<file path="src/rtl/rtph264_pkg.sv">
// Types and constants of the RTP H.264 stream depacketizer.
package rtph264_pkg;

  typedef enum logic [3:0] {
    PH_HUNT,
    PH_CHAN,
    PH_LENHI,
    PH_LENLO,
    PH_SKIP,
    PH_RTP0,
    PH_RTPHDR,
    PH_PAYFIRST,
    PH_FUHDR,
    PH_BODY
  } phase_t;

  typedef enum logic [1:0] {
    KIND_NONE,
    KIND_SINGLE,
    KIND_STAP,
    KIND_FU
  } kind_t;

  typedef enum logic [1:0] {
    SUB_LENHI,
    SUB_LENLO,
    SUB_NAL
  } sub_t;

  // results caused by one stream byte: marker, start code, data byte (in that order)
  typedef struct packed {
    logic       mk;
    logic       mk_disc;
    logic       sc;
    logic       sc_empty;
    logic       db;
    logic       db_last;
    logic [7:0] db_byte;
  } grp_t;

  localparam logic [7:0]  FRAME_MARK   = 8'h24;
  localparam logic [15:0] RTP_HDR_MIN  = 16'd12;
  localparam logic [6:0]  RTP_HDR_BASE = 7'd12;
  localparam logic [4:0]  NAL_TYPE_LO  = 5'd1;
  localparam logic [4:0]  NAL_TYPE_HI  = 5'd23;
  localparam logic [4:0]  NAL_STAP_A   = 5'd24;
  localparam logic [4:0]  NAL_FU_A     = 5'd28;
  localparam logic [7:0]  SC_LAST_BYTE = 8'h01;

endpackage

</file>
<file path="src/rtl/rtph264_parser.sv">
// Frame and RTP payload parser: one stream byte in, one result group out.
module rtph264_parser (
  input  logic               clk,
  input  logic               rst_n,
  input  logic               fire,
  input  logic [7:0]         in_byte,
  input  logic [7:0]         video_channel,
  output rtph264_pkg::grp_t  grp
);

  rtph264_pkg::phase_t phase_r, phase_nxt, eph;
  rtph264_pkg::kind_t  kind_r, kind_nxt;
  rtph264_pkg::sub_t   sub_r, sub_nxt;
  logic [7:0]  chan_r, chan_nxt;
  logic [15:0] fbl_r, fbl_nxt;
  logic [6:0]  rhl_r, rhl_nxt;
  logic        fo_r, fo_nxt;
  logic        fe_r, fe_nxt;
  logic [7:0]  alh_r, alh_nxt;
  logic [15:0] anl_r, anl_nxt;

  logic        pkt_phase;
  logic [15:0] left;
  logic        left_zero;
  logic [15:0] len_word;
  logic [6:0]  hlen;
  logic [6:0]  rhl_dec;
  logic [4:0]  nal_type;
  logic        is_single;
  logic        is_stap;
  logic        fu_ok;
  logic [15:0] nlen;
  logic [15:0] anl_dec;
  logic        fu_end;

  always_comb begin
    pkt_phase = !(phase_r == rtph264_pkg::PH_HUNT || phase_r == rtph264_pkg::PH_CHAN ||
                  phase_r == rtph264_pkg::PH_LENHI || phase_r == rtph264_pkg::PH_LENLO);
    eph       = (pkt_phase && fbl_r == 16'd0) ? rtph264_pkg::PH_HUNT : phase_r;
    left      = fbl_r - 16'd1;
    left_zero = (fbl_r == 16'd1);
    len_word  = {fbl_r[15:8], in_byte};
    hlen      = rtph264_pkg::RTP_HDR_BASE + {1'b0, in_byte[3:0], 2'b00};
    rhl_dec   = (rhl_r != 7'd0) ? rhl_r - 7'd1 : 7'd0;
    nal_type  = in_byte[4:0];
    is_single = (nal_type >= rtph264_pkg::NAL_TYPE_LO) && (nal_type <= rtph264_pkg::NAL_TYPE_HI);
    is_stap   = (nal_type == rtph264_pkg::NAL_STAP_A);
    fu_ok     = (nal_type == rtph264_pkg::NAL_FU_A) && !left_zero;
    nlen      = {alh_r, in_byte};
    anl_dec   = (anl_r != 16'd0) ? anl_r - 16'd1 : 16'd0;
    fu_end    = left_zero && in_byte[6];
  end

  // next parse phase
  always_comb begin
    phase_nxt = phase_r;
    case (eph)
      rtph264_pkg::PH_HUNT: begin
        phase_nxt = (in_byte == rtph264_pkg::FRAME_MARK) ? rtph264_pkg::PH_CHAN
                                                        : rtph264_pkg::PH_HUNT;
      end
      rtph264_pkg::PH_CHAN:  phase_nxt = rtph264_pkg::PH_LENHI;
      rtph264_pkg::PH_LENHI: phase_nxt = rtph264_pkg::PH_LENLO;
      rtph264_pkg::PH_LENLO: begin
        if (len_word == 16'd0) begin
          phase_nxt = rtph264_pkg::PH_HUNT;
        end else if (chan_r != video_channel || len_word < rtph264_pkg::RTP_HDR_MIN) begin
          phase_nxt = rtph264_pkg::PH_SKIP;
        end else begin
          phase_nxt = rtph264_pkg::PH_RTP0;
        end
      end
      rtph264_pkg::PH_RTP0: begin
        phase_nxt = (fbl_r <= {9'd0, hlen}) ? rtph264_pkg::PH_SKIP : rtph264_pkg::PH_RTPHDR;
      end
      rtph264_pkg::PH_RTPHDR: begin
        if (rhl_dec == 7'd0) begin
          phase_nxt = rtph264_pkg::PH_PAYFIRST;
        end
      end
      rtph264_pkg::PH_PAYFIRST: begin
        if (is_single || is_stap) begin
          phase_nxt = rtph264_pkg::PH_BODY;
        end else if (fu_ok) begin
          phase_nxt = rtph264_pkg::PH_FUHDR;
        end else begin
          phase_nxt = rtph264_pkg::PH_SKIP;
        end
      end
      rtph264_pkg::PH_FUHDR: begin
        phase_nxt = (!in_byte[7] && !fo_r) ? rtph264_pkg::PH_SKIP : rtph264_pkg::PH_BODY;
      end
      rtph264_pkg::PH_BODY: begin
        case (kind_r)
          rtph264_pkg::KIND_SINGLE, rtph264_pkg::KIND_FU: phase_nxt = rtph264_pkg::PH_BODY;
          rtph264_pkg::KIND_STAP: begin
            case (sub_r)
              rtph264_pkg::SUB_LENHI: begin
                if (fbl_r < 16'd3) begin
                  phase_nxt = rtph264_pkg::PH_SKIP;
                end
              end
              rtph264_pkg::SUB_LENLO: begin
                if (nlen > left) begin
                  phase_nxt = rtph264_pkg::PH_SKIP;
                end
              end
              rtph264_pkg::SUB_NAL: phase_nxt = rtph264_pkg::PH_BODY;
              default: phase_nxt = rtph264_pkg::PH_SKIP;
            endcase
          end
          default: phase_nxt = rtph264_pkg::PH_SKIP;
        endcase
      end
      default: phase_nxt = rtph264_pkg::PH_SKIP;
    endcase
    if (eph != rtph264_pkg::PH_HUNT && pkt_phase && left_zero) begin
      phase_nxt = rtph264_pkg::PH_HUNT;
    end
  end

  // context registers and result group
  always_comb begin
    kind_nxt = kind_r;
    sub_nxt  = sub_r;
    chan_nxt = chan_r;
    fbl_nxt  = fbl_r;
    rhl_nxt  = rhl_r;
    fo_nxt   = fo_r;
    fe_nxt   = fe_r;
    alh_nxt  = alh_r;
    anl_nxt  = anl_r;
    grp      = '0;
    case (eph)
      rtph264_pkg::PH_HUNT:  fbl_nxt = fbl_r;
      rtph264_pkg::PH_CHAN:  chan_nxt = in_byte;
      rtph264_pkg::PH_LENHI: fbl_nxt = {in_byte, 8'h00};
      rtph264_pkg::PH_LENLO: fbl_nxt = len_word;
      default:               fbl_nxt = left;
    endcase
    case (eph)
      rtph264_pkg::PH_RTP0: begin
        rhl_nxt = hlen - 7'd1;
      end
      rtph264_pkg::PH_RTPHDR: begin
        rhl_nxt = rhl_dec;
      end
      rtph264_pkg::PH_PAYFIRST: begin
        if (is_single || is_stap) begin
          if (fo_r) begin
            grp.mk      = 1'b1;
            grp.mk_disc = 1'b1;
            fo_nxt      = 1'b0;
            fe_nxt      = 1'b0;
          end
          if (is_single) begin
            grp.sc      = 1'b1;
            grp.db      = 1'b1;
            grp.db_byte = in_byte;
            grp.db_last = left_zero;
            kind_nxt    = rtph264_pkg::KIND_SINGLE;
          end else begin
            kind_nxt = rtph264_pkg::KIND_STAP;
            sub_nxt  = rtph264_pkg::SUB_LENHI;
          end
        end else if (fu_ok) begin
          alh_nxt  = in_byte;
          kind_nxt = rtph264_pkg::KIND_FU;
        end else begin
          kind_nxt = rtph264_pkg::KIND_NONE;
        end
      end
      rtph264_pkg::PH_FUHDR: begin
        if (in_byte[7]) begin
          if (fo_r) begin
            grp.mk      = 1'b1;
            grp.mk_disc = 1'b1;
          end
          grp.sc      = 1'b1;
          grp.db      = 1'b1;
          grp.db_byte = {alh_r[7:5], in_byte[4:0]};
          grp.db_last = fu_end;
          fo_nxt      = !fu_end;
          fe_nxt      = in_byte[6] && !fu_end;
        end else if (fo_r) begin
          if (fu_end) begin
            grp.mk = 1'b1;
          end
          fo_nxt = !fu_end;
          fe_nxt = in_byte[6] && !fu_end;
        end
      end
      rtph264_pkg::PH_BODY: begin
        case (kind_r)
          rtph264_pkg::KIND_SINGLE: begin
            grp.db      = 1'b1;
            grp.db_byte = in_byte;
            grp.db_last = left_zero;
          end
          rtph264_pkg::KIND_FU: begin
            if (fo_r) begin
              grp.db      = 1'b1;
              grp.db_byte = in_byte;
              grp.db_last = left_zero && fe_r;
              if (left_zero && fe_r) begin
                fo_nxt = 1'b0;
                fe_nxt = 1'b0;
              end
            end
          end
          rtph264_pkg::KIND_STAP: begin
            case (sub_r)
              rtph264_pkg::SUB_LENHI: begin
                if (fbl_r >= 16'd3) begin
                  alh_nxt = in_byte;
                  sub_nxt = rtph264_pkg::SUB_LENLO;
                end
              end
              rtph264_pkg::SUB_LENLO: begin
                if (nlen <= left) begin
                  grp.sc       = 1'b1;
                  grp.sc_empty = (nlen == 16'd0);
                  anl_nxt      = nlen;
                  sub_nxt      = (nlen == 16'd0) ? rtph264_pkg::SUB_LENHI
                                                 : rtph264_pkg::SUB_NAL;
                end
              end
              rtph264_pkg::SUB_NAL: begin
                grp.db      = 1'b1;
                grp.db_byte = in_byte;
                grp.db_last = (anl_dec == 16'd0);
                anl_nxt     = anl_dec;
                if (anl_dec == 16'd0) begin
                  sub_nxt = rtph264_pkg::SUB_LENHI;
                end
              end
              default: sub_nxt = sub_r;
            endcase
          end
          default: kind_nxt = kind_r;
        endcase
      end
      default: rhl_nxt = rhl_r;
    endcase
    if (eph != rtph264_pkg::PH_HUNT && pkt_phase && left_zero) begin
      kind_nxt = rtph264_pkg::KIND_NONE;
      sub_nxt  = rtph264_pkg::SUB_LENHI;
    end
  end

  always_ff @(posedge clk) begin
    if (!rst_n) begin
      phase_r <= rtph264_pkg::PH_HUNT;
      kind_r  <= rtph264_pkg::KIND_NONE;
      sub_r   <= rtph264_pkg::SUB_LENHI;
      chan_r  <= 8'd0;
      fbl_r   <= 16'd0;
      rhl_r   <= 7'd0;
      fo_r    <= 1'b0;
      fe_r    <= 1'b0;
      alh_r   <= 8'd0;
      anl_r   <= 16'd0;
    end else if (fire) begin
      phase_r <= phase_nxt;
      kind_r  <= kind_nxt;
      sub_r   <= sub_nxt;
      chan_r  <= chan_nxt;
      fbl_r   <= fbl_nxt;
      rhl_r   <= rhl_nxt;
      fo_r    <= fo_nxt;
      fe_r    <= fe_nxt;
      alh_r   <= alh_nxt;
      anl_r   <= anl_nxt;
    end
  end

endmodule

</file>
<file path="src/rtl/rtph264_emit.sv">
// Result group unpacker and output register: one result item per cycle while out_stall is low.
module rtph264_emit (
  input  logic              clk,
  input  logic              rst_n,
  input  logic              grp_avail,
  input  rtph264_pkg::grp_t grp_head,
  output logic              grp_pop,
  output logic              out_valid,
  input  logic              out_stall,
  output logic [7:0]        out_byte,
  output logic              out_byte_valid,
  output logic              out_nal_first,
  output logic              out_nal_last,
  output logic              out_discard
);

  localparam logic [2:0] SC_LEN = 3'd4;

  typedef struct packed {
    logic       mk;
    logic       mk_disc;
    logic [2:0] sc_cnt;
    logic       sc_empty;
    logic       db;
    logic       db_last;
    logic [7:0] db_byte;
  } pend_t;

  pend_t      cur_r, cur_nxt, src, rem;
  logic       have;
  logic       adv;
  logic       emit;
  logic [7:0] it_byte;
  logic       it_bv;
  logic       it_first;
  logic       it_last;
  logic       it_disc;

  logic       out_valid_r;
  logic [7:0] out_byte_r;
  logic       out_bv_r;
  logic       out_first_r;
  logic       out_last_r;
  logic       out_disc_r;

  always_comb begin
    have = cur_r.mk || (cur_r.sc_cnt != 3'd0) || cur_r.db;
    adv  = !out_valid_r || !out_stall;
    emit = adv && (have || grp_avail);
    grp_pop = adv && !have && grp_avail;
    if (have) begin
      src = cur_r;
    end else begin
      src.mk       = grp_head.mk;
      src.mk_disc  = grp_head.mk_disc;
      src.sc_cnt   = grp_head.sc ? SC_LEN : 3'd0;
      src.sc_empty = grp_head.sc_empty;
      src.db       = grp_head.db;
      src.db_last  = grp_head.db_last;
      src.db_byte  = grp_head.db_byte;
    end
    rem      = src;
    it_byte  = 8'h00;
    it_bv    = 1'b1;
    it_first = 1'b0;
    it_last  = 1'b0;
    it_disc  = 1'b0;
    if (src.mk) begin
      it_bv   = 1'b0;
      it_last = 1'b1;
      it_disc = src.mk_disc;
      rem.mk  = 1'b0;
    end else if (src.sc_cnt != 3'd0) begin
      it_byte    = (src.sc_cnt == 3'd1) ? rtph264_pkg::SC_LAST_BYTE : 8'h00;
      it_first   = (src.sc_cnt == SC_LEN);
      it_last    = (src.sc_cnt == 3'd1) && src.sc_empty;
      rem.sc_cnt = src.sc_cnt - 3'd1;
    end else begin
      it_byte = src.db_byte;
      it_last = src.db_last;
      rem.db  = 1'b0;
    end
    cur_nxt = emit ? rem : cur_r;
  end

  always_ff @(posedge clk) begin
    if (!rst_n) begin
      cur_r       <= '0;
      out_valid_r <= 1'b0;
    end else begin
      cur_r <= cur_nxt;
      if (adv) begin
        out_valid_r <= emit;
      end
    end
  end

  always_ff @(posedge clk) begin
    if (emit) begin
      out_byte_r  <= it_byte;
      out_bv_r    <= it_bv;
      out_first_r <= it_first;
      out_last_r  <= it_last;
      out_disc_r  <= it_disc;
    end
  end

  assign out_valid      = out_valid_r;
  assign out_byte       = out_byte_r;
  assign out_byte_valid = out_bv_r;
  assign out_nal_first  = out_first_r;
  assign out_nal_last   = out_last_r;
  assign out_discard    = out_disc_r;

endmodule

</file>
<file path="src/rtl/rtp_h264_stream_depacketizer_unit.sv">
// Top level of the RTP-over-TCP H.264 depacketizer.
//
// Input channel: one byte of the interleaved stream per item (in_valid,
// in_stall, in_byte). Output channel: one Annex B result per item with
// out_byte, out_byte_valid, out_nal_first, out_nal_last and out_discard.
// Config: cfg_valid/cfg_ready write cfg_video_channel; cfg_ready is always
// high. Write it only while the block is idle.
// A stream byte goes through the input register, the group queue and
// the output register before its first result shows. Each byte is
// parsed after the input register and yields a group of 0 to 6
// results, held in a group queue of GRP_DEPTH entries. The output side
// drains one result per cycle while out_stall is low; input takes one
// byte per cycle while the queue has room and stalls when it is full.
// Reset clears the parser to hunting for a frame mark, empties the
// queue and drops out_valid. When out_stall is high the current result
// holds and the queue, then the input side, back up.
module rtp_h264_stream_depacketizer_unit #(
  parameter int GRP_DEPTH = 4
) (
  input  logic       clk,
  input  logic       rst_n,
  input  logic       in_valid,
  output logic       in_stall,
  input  logic [7:0] in_byte,
  output logic       out_valid,
  input  logic       out_stall,
  output logic [7:0] out_byte,
  output logic       out_byte_valid,
  output logic       out_nal_first,
  output logic       out_nal_last,
  output logic       out_discard,
  input  logic       cfg_valid,
  output logic       cfg_ready,
  input  logic [7:0] cfg_video_channel
);

  localparam int AW = (GRP_DEPTH > 1) ? $clog2(GRP_DEPTH) : 1;
  localparam int CW = $clog2(GRP_DEPTH + 1);

  logic [7:0]        vid_chan_r;
  logic              in_valid_r;
  logic [7:0]        in_byte_r;
  logic              fire;
  rtph264_pkg::grp_t grp;
  logic              push;
  logic              pop;
  logic              grp_full;

  rtph264_pkg::grp_t grp_mem [GRP_DEPTH];
  logic [AW-1:0]     wr_ptr_r, rd_ptr_r;
  logic [CW-1:0]     cnt_r, cnt_nxt;

  assign cfg_ready = 1'b1;
  assign grp_full  = (cnt_r == CW'(GRP_DEPTH));
  assign in_stall  = in_valid_r && grp_full;
  assign fire      = in_valid_r && !grp_full;
  assign push      = fire && (grp.mk || grp.sc || grp.db);

  always_ff @(posedge clk) begin
    if (!rst_n) begin
      vid_chan_r <= 8'd0;
    end else if (cfg_valid && cfg_ready) begin
      vid_chan_r <= cfg_video_channel;
    end
  end

  always_ff @(posedge clk) begin
    if (!rst_n) begin
      in_valid_r <= 1'b0;
    end else if (!in_stall) begin
      in_valid_r <= in_valid;
    end
  end

  always_ff @(posedge clk) begin
    if (!in_stall) begin
      in_byte_r <= in_byte;
    end
  end

  rtph264_parser u_parser (
    .clk           (clk),
    .rst_n         (rst_n),
    .fire          (fire),
    .in_byte       (in_byte_r),
    .video_channel (vid_chan_r),
    .grp           (grp)
  );

  always_comb begin
    cnt_nxt = cnt_r;
    if (push && !pop) begin
      cnt_nxt = cnt_r + CW'(1);
    end else if (!push && pop) begin
      cnt_nxt = cnt_r - CW'(1);
    end
  end

  always_ff @(posedge clk) begin
    if (!rst_n) begin
      wr_ptr_r <= '0;
      rd_ptr_r <= '0;
      cnt_r    <= '0;
    end else begin
      cnt_r <= cnt_nxt;
      if (push) begin
        wr_ptr_r <= (wr_ptr_r == AW'(GRP_DEPTH - 1)) ? '0 : wr_ptr_r + AW'(1);
      end
      if (pop) begin
        rd_ptr_r <= (rd_ptr_r == AW'(GRP_DEPTH - 1)) ? '0 : rd_ptr_r + AW'(1);
      end
    end
  end

  always_ff @(posedge clk) begin
    if (push) begin
      grp_mem[wr_ptr_r] <= grp;
    end
  end

  rtph264_emit u_emit (
    .clk            (clk),
    .rst_n          (rst_n),
    .grp_avail      (cnt_r != '0),
    .grp_head       (grp_mem[rd_ptr_r]),
    .grp_pop        (pop),
    .out_valid      (out_valid),
    .out_stall      (out_stall),
    .out_byte       (out_byte),
    .out_byte_valid (out_byte_valid),
    .out_nal_first  (out_nal_first),
    .out_nal_last   (out_nal_last),
    .out_discard    (out_discard)
  );

endmodule

</file>
<file path="config.mk">
export PLATFORM = sky130hd
export DESIGN_NAME = rtp_h264_stream_depacketizer_unit
export DESIGN_NICKNAME = d
export VERILOG_FILES = /design/src/rtl/rtph264_pkg.sv /design/src/rtl/rtph264_parser.sv /design/src/rtl/rtph264_emit.sv /design/src/rtl/rtp_h264_stream_depacketizer_unit.sv
export SDC_FILE = /design/constraint.sdc
export NUM_CORES = 1
export LEC_CHECK = 0
export ABC_CLOCK_PERIOD_IN_PS = 5800
export BUFFER_PORTS_ARGS = -buffer_cell sky130_fd_sc_hd__buf_4
export CAP_MARGIN = 0
export CORE_MARGIN = 10
export CORE_UTILIZATION = 55
export DETAILED_ROUTE_END_ITERATION = 8
export PLACE_DENSITY = 0.72
export SLEW_MARGIN = 10
export SYNTH_ARGS = -nofsm -noshare
export SYNTH_HDL_FRONTEND = slang
export SYNTH_SLANG_ARGS = --single-unit
export TNS_END_PERCENT = 5
</file>
<file path="constraint.sdc">
create_clock -name clk -period 5.8 [get_ports clk]
set_input_delay 0.58 -clock clk [delete_from_list [all_inputs] [get_ports clk]]
set_output_delay 0.58 -clock clk [all_outputs]
set_load 0.02 [all_outputs]
</file>
==> impl_metrics.yaml <==
global_routing:
  grt_overflow_total: 0
  first_global_vias: 7293
  grt_pass1_wl_um: 38100
  grt_antenna_before_repair: 0
  grtUsageTotal: 0.199
  maximum_number_of_pins_on_one_net_before_global_route_repair: 43
clocking:
  cts_tree: "done"
  cts-htree-levels: 4
  cts_hold_buffers: 0
  cts_inserted_buffers: 17
  ctsRootBufferMaster: "clkbuf_16"
  clk_path_buf_depth: 2
  clock_insertion_delay_worst_skew_ns: 0.45
  clock_sink_count: 175
  post_cts_resized: 0
  cts.repair_timing.setup_buffer_count: 0
  clkSlewWorstSetupHoldPaths_ns: 0.08
pwr:
  power-per-cell-area_nw_per_um2: 334
  internal-power_uw: 2380
  irDropWorstVdd_uv: 290
  total_leakage_power_uw: 0.00411
  p_sw_frac: 0.329
  power.net_switching_uw: 1160
  seq_power_share: 0.430
  share_comb_of_total_power: 0.241
  power.clock.fraction: 0.329
  design_power_total_uw: 3540
finish:
  drive_gt1_frac: 0.120
  stdcell_count: 1239
  area.growth.synth_to_final_pct: 9.81
  n_antenna_cell: 0
  num-nets-final: 1067
  finish.instance_area_um2: 10600
floorplan:
  design.die.area_um2: 23300
  core_area_um2: 17200
  die_h_um: 153
  start_util: 0.561
  fp-row-count: 48
  ioPinCount: 36
  dieWidth_um: 153
logic_synthesis:
  synthTopCellsByCount: "115 x nor2_1, 99 x dfxtp_1, 76 x edfxtp_1"
  synth_cell_type_count: 81
  synth_top_flop_cell: "dfxtp_1"
  synth_seq_area_share: 0.441
  mean_instance_size_in_the_synthesized_netlist_um2: 9.65
  async_flop_share: 0
  postSynthRegisterBits: 175
  synthDominantCellAreaShare: 0.236
  number_of_enable_flip_flop_cells_after_synthesis: 76
  synthTopCellsByArea: "edfxtp_1 24%, dfxtp_1 21%, ha_1 5.7%"
  yosysWarnings: 0
  synth_fp_nets: 1068
  count_leader_synth: "nor2_1"
  synth_largest_area_cell: "edfxtp_1"
  synth_area_um2: 9670
  post_synth_inst_count: 1002
worst_setup_path:
  cp-start-kind: "flip-flop"
  critPathCaptureType: "flip-flop"
  timing.critical_path.arrival_ns: 5.11
  worst_path_fanout_max: 7
  worst_ep_required_time_ns: 6.15
  setup.worst_path.class: "flip-flop to flip-flop"
place:
  numPortBuffers: 34
  place_ws_ns: 1.23
  placedInstanceArea_um2: 10000
  gp_routability_congestion: 1.02
  dp_hpwl_um: 16500
  placedCellCount: 1207
drt:
  wirelength_routed_um: 23900
  drt_iter0_markers: 662
  wl_per_cell_um: 19.3
  drt-vias-per-instance: 6.28
  drc_errors: 0
  drtAntennaViolNets: 0
  drt-pass1-iter-count: 7
  route.vias.total: 7781
sta:
  min_period_ns: 4.76
  grt_setup_unrepaired: "false"
  relSlewSlack: 0.342
  setup_violations: 0
  worstMarginPinSlew_ns: 0.974
  clock-skew-final_ns: 0.0184
  setup_tns_ns: 0
  timing_hold_violations_final: 0
  slew_viol_final: 0
  final_critical_path_setup_slack_ns: 1.04
  max_freq_mhz: 210
  portion_of_the_clock_cycle_consumed_by_the_worst_path_in_the_final_layout: 0.820
hold_path:
  hp-class: "input pin to flip-flop"
job:
  cap_viol_max_count: 0
outcome:
  status: "complete, no violations"
[power by group through the flow]
stage	logic (uW)	registers, uW	clock network [uW]
after floorplan	595	1560	0
after global placement	835	1550	0
after detailed placement	854	1550	0
after CTS	858	1520	1180
after global routing	945	1540	1220
final	855	1520	1160
[critical path, stage by stage, from the launching register on]
cell and delay, ns:
dfxtp_1 0.36, nor3_2 0.45, nand2_1 0.18, or3_1 0.43, nor3_1 0.25, xnor2_1 0.14, ha_1 0.31, nand4_1 0.14
nor3_1 0.23, and4_1 0.24, a31oi_1 0.08, nor2_1 0.22, o31a_1 0.33, ha_1 0.24, inv_1 0.06, fa_1 0.37
xor2_1 0.16, or3_1 0.31, a21oi_1 0.17
[through the flow]
| step | hold WS, ns | util |
|---|---|---|
| final | 0.301 | 0.616 |
| after global routing | 0.293 | 0.616 |
| after CTS | 0.292 | 0.616 |
| after detailed placement | 0.478 | 0.580 |
| after global placement | 0.469 | 0.580 |
| after floorplan | 0.451 | - |
[metal layers]
metal,part of all wire,track usage
met1,0.42,0.242
met2,0.47,0.319
met3,0.063,0.0471
met4,0.048,0.112
met5,0,0
[kinds of logic (layout without fill, tap and decap cells)]
| logic type | Yosys count | count (layout) | share of synthesized area |
|---|---|---|---|
| other | 1 | 1 | 0.000388 |
| multiplexers | 51 | 51 | 0.0712 |
| XOR/XNOR | 38 | 38 | 0.0344 |
| AO/OA/AOI/OAI | 229 | 229 | 0.159 |
| flip-flops | 175 | 175 | 0.441 |
| AND/OR/NAND/NOR | 360 | 360 | 0.191 |
| adder cells (fa/ha/maj) | 45 | 45 | 0.0590 |
| buffers and inverters | 103 | 115 | 0.0439 |
[sequential cells by signal (all words and copies together) (netlist names), 2 cells and up, named ones only]
name	cells
wr_ptr_r	2
u_parser.sub_r	2
grp_mem	56
cnt_r	3
u_parser.rhl_r	7
u_parser.phase_r	4
u_parser.chan_r	8
u_parser.anl_r	16
in_byte_r	8
vid_chan_r	8
u_parser.fbl_r	16
u_parser.alh_r	8
u_parser.kind_r	2
rd_ptr_r	2
u_emit.cur_r	15
u_emit.out_byte	8
[cell type report]
type,instances,area [um^2]
clock buffers,19,454
clock inverters,13,159
fillers,1413,6620
inverters,41,154
multi-input cells,724,4990
flip-flops and latches,175,4260
well taps,225,282
repair buffers,42,315
[worst paths after layout]
check	startpoint	to	slack, ns	cells after the start
setup reg to reg	u_parser.fbl_r[2]$_SDFFE_PN0P_	cnt_r[2]$_SDFFE_PN0P_	1.04	18
setup / recovery	u_parser.fbl_r[2]$_SDFFE_PN0P_	cnt_r[2]$_SDFFE_PN0P_	1.04	18
hold reg to reg	u_emit.cur_r[12]$_SDFFE_PN0P_	u_emit.cur_r[12]$_SDFFE_PN0P_	0.49	2
hold / removal	in_byte[3]	in_byte_r[3]$_DFFE_PN_	0.30	1
[placed cells by master, fill, tap and decap left out, types with 24 or more instances in the layout]
cell type / n
mux2i_1: 35
nor2_1: 115
nand3_1: 36
o21ai_0: 35
inv_1: 40
dfxtp_1: 99
nand2_1: 67
buf_4: 42
ha_1: 44
xnor2_1: 24
nor3_1: 30
a21oi_1: 71
edfxtp_1: 76
(Power assumes the default switching activity.)
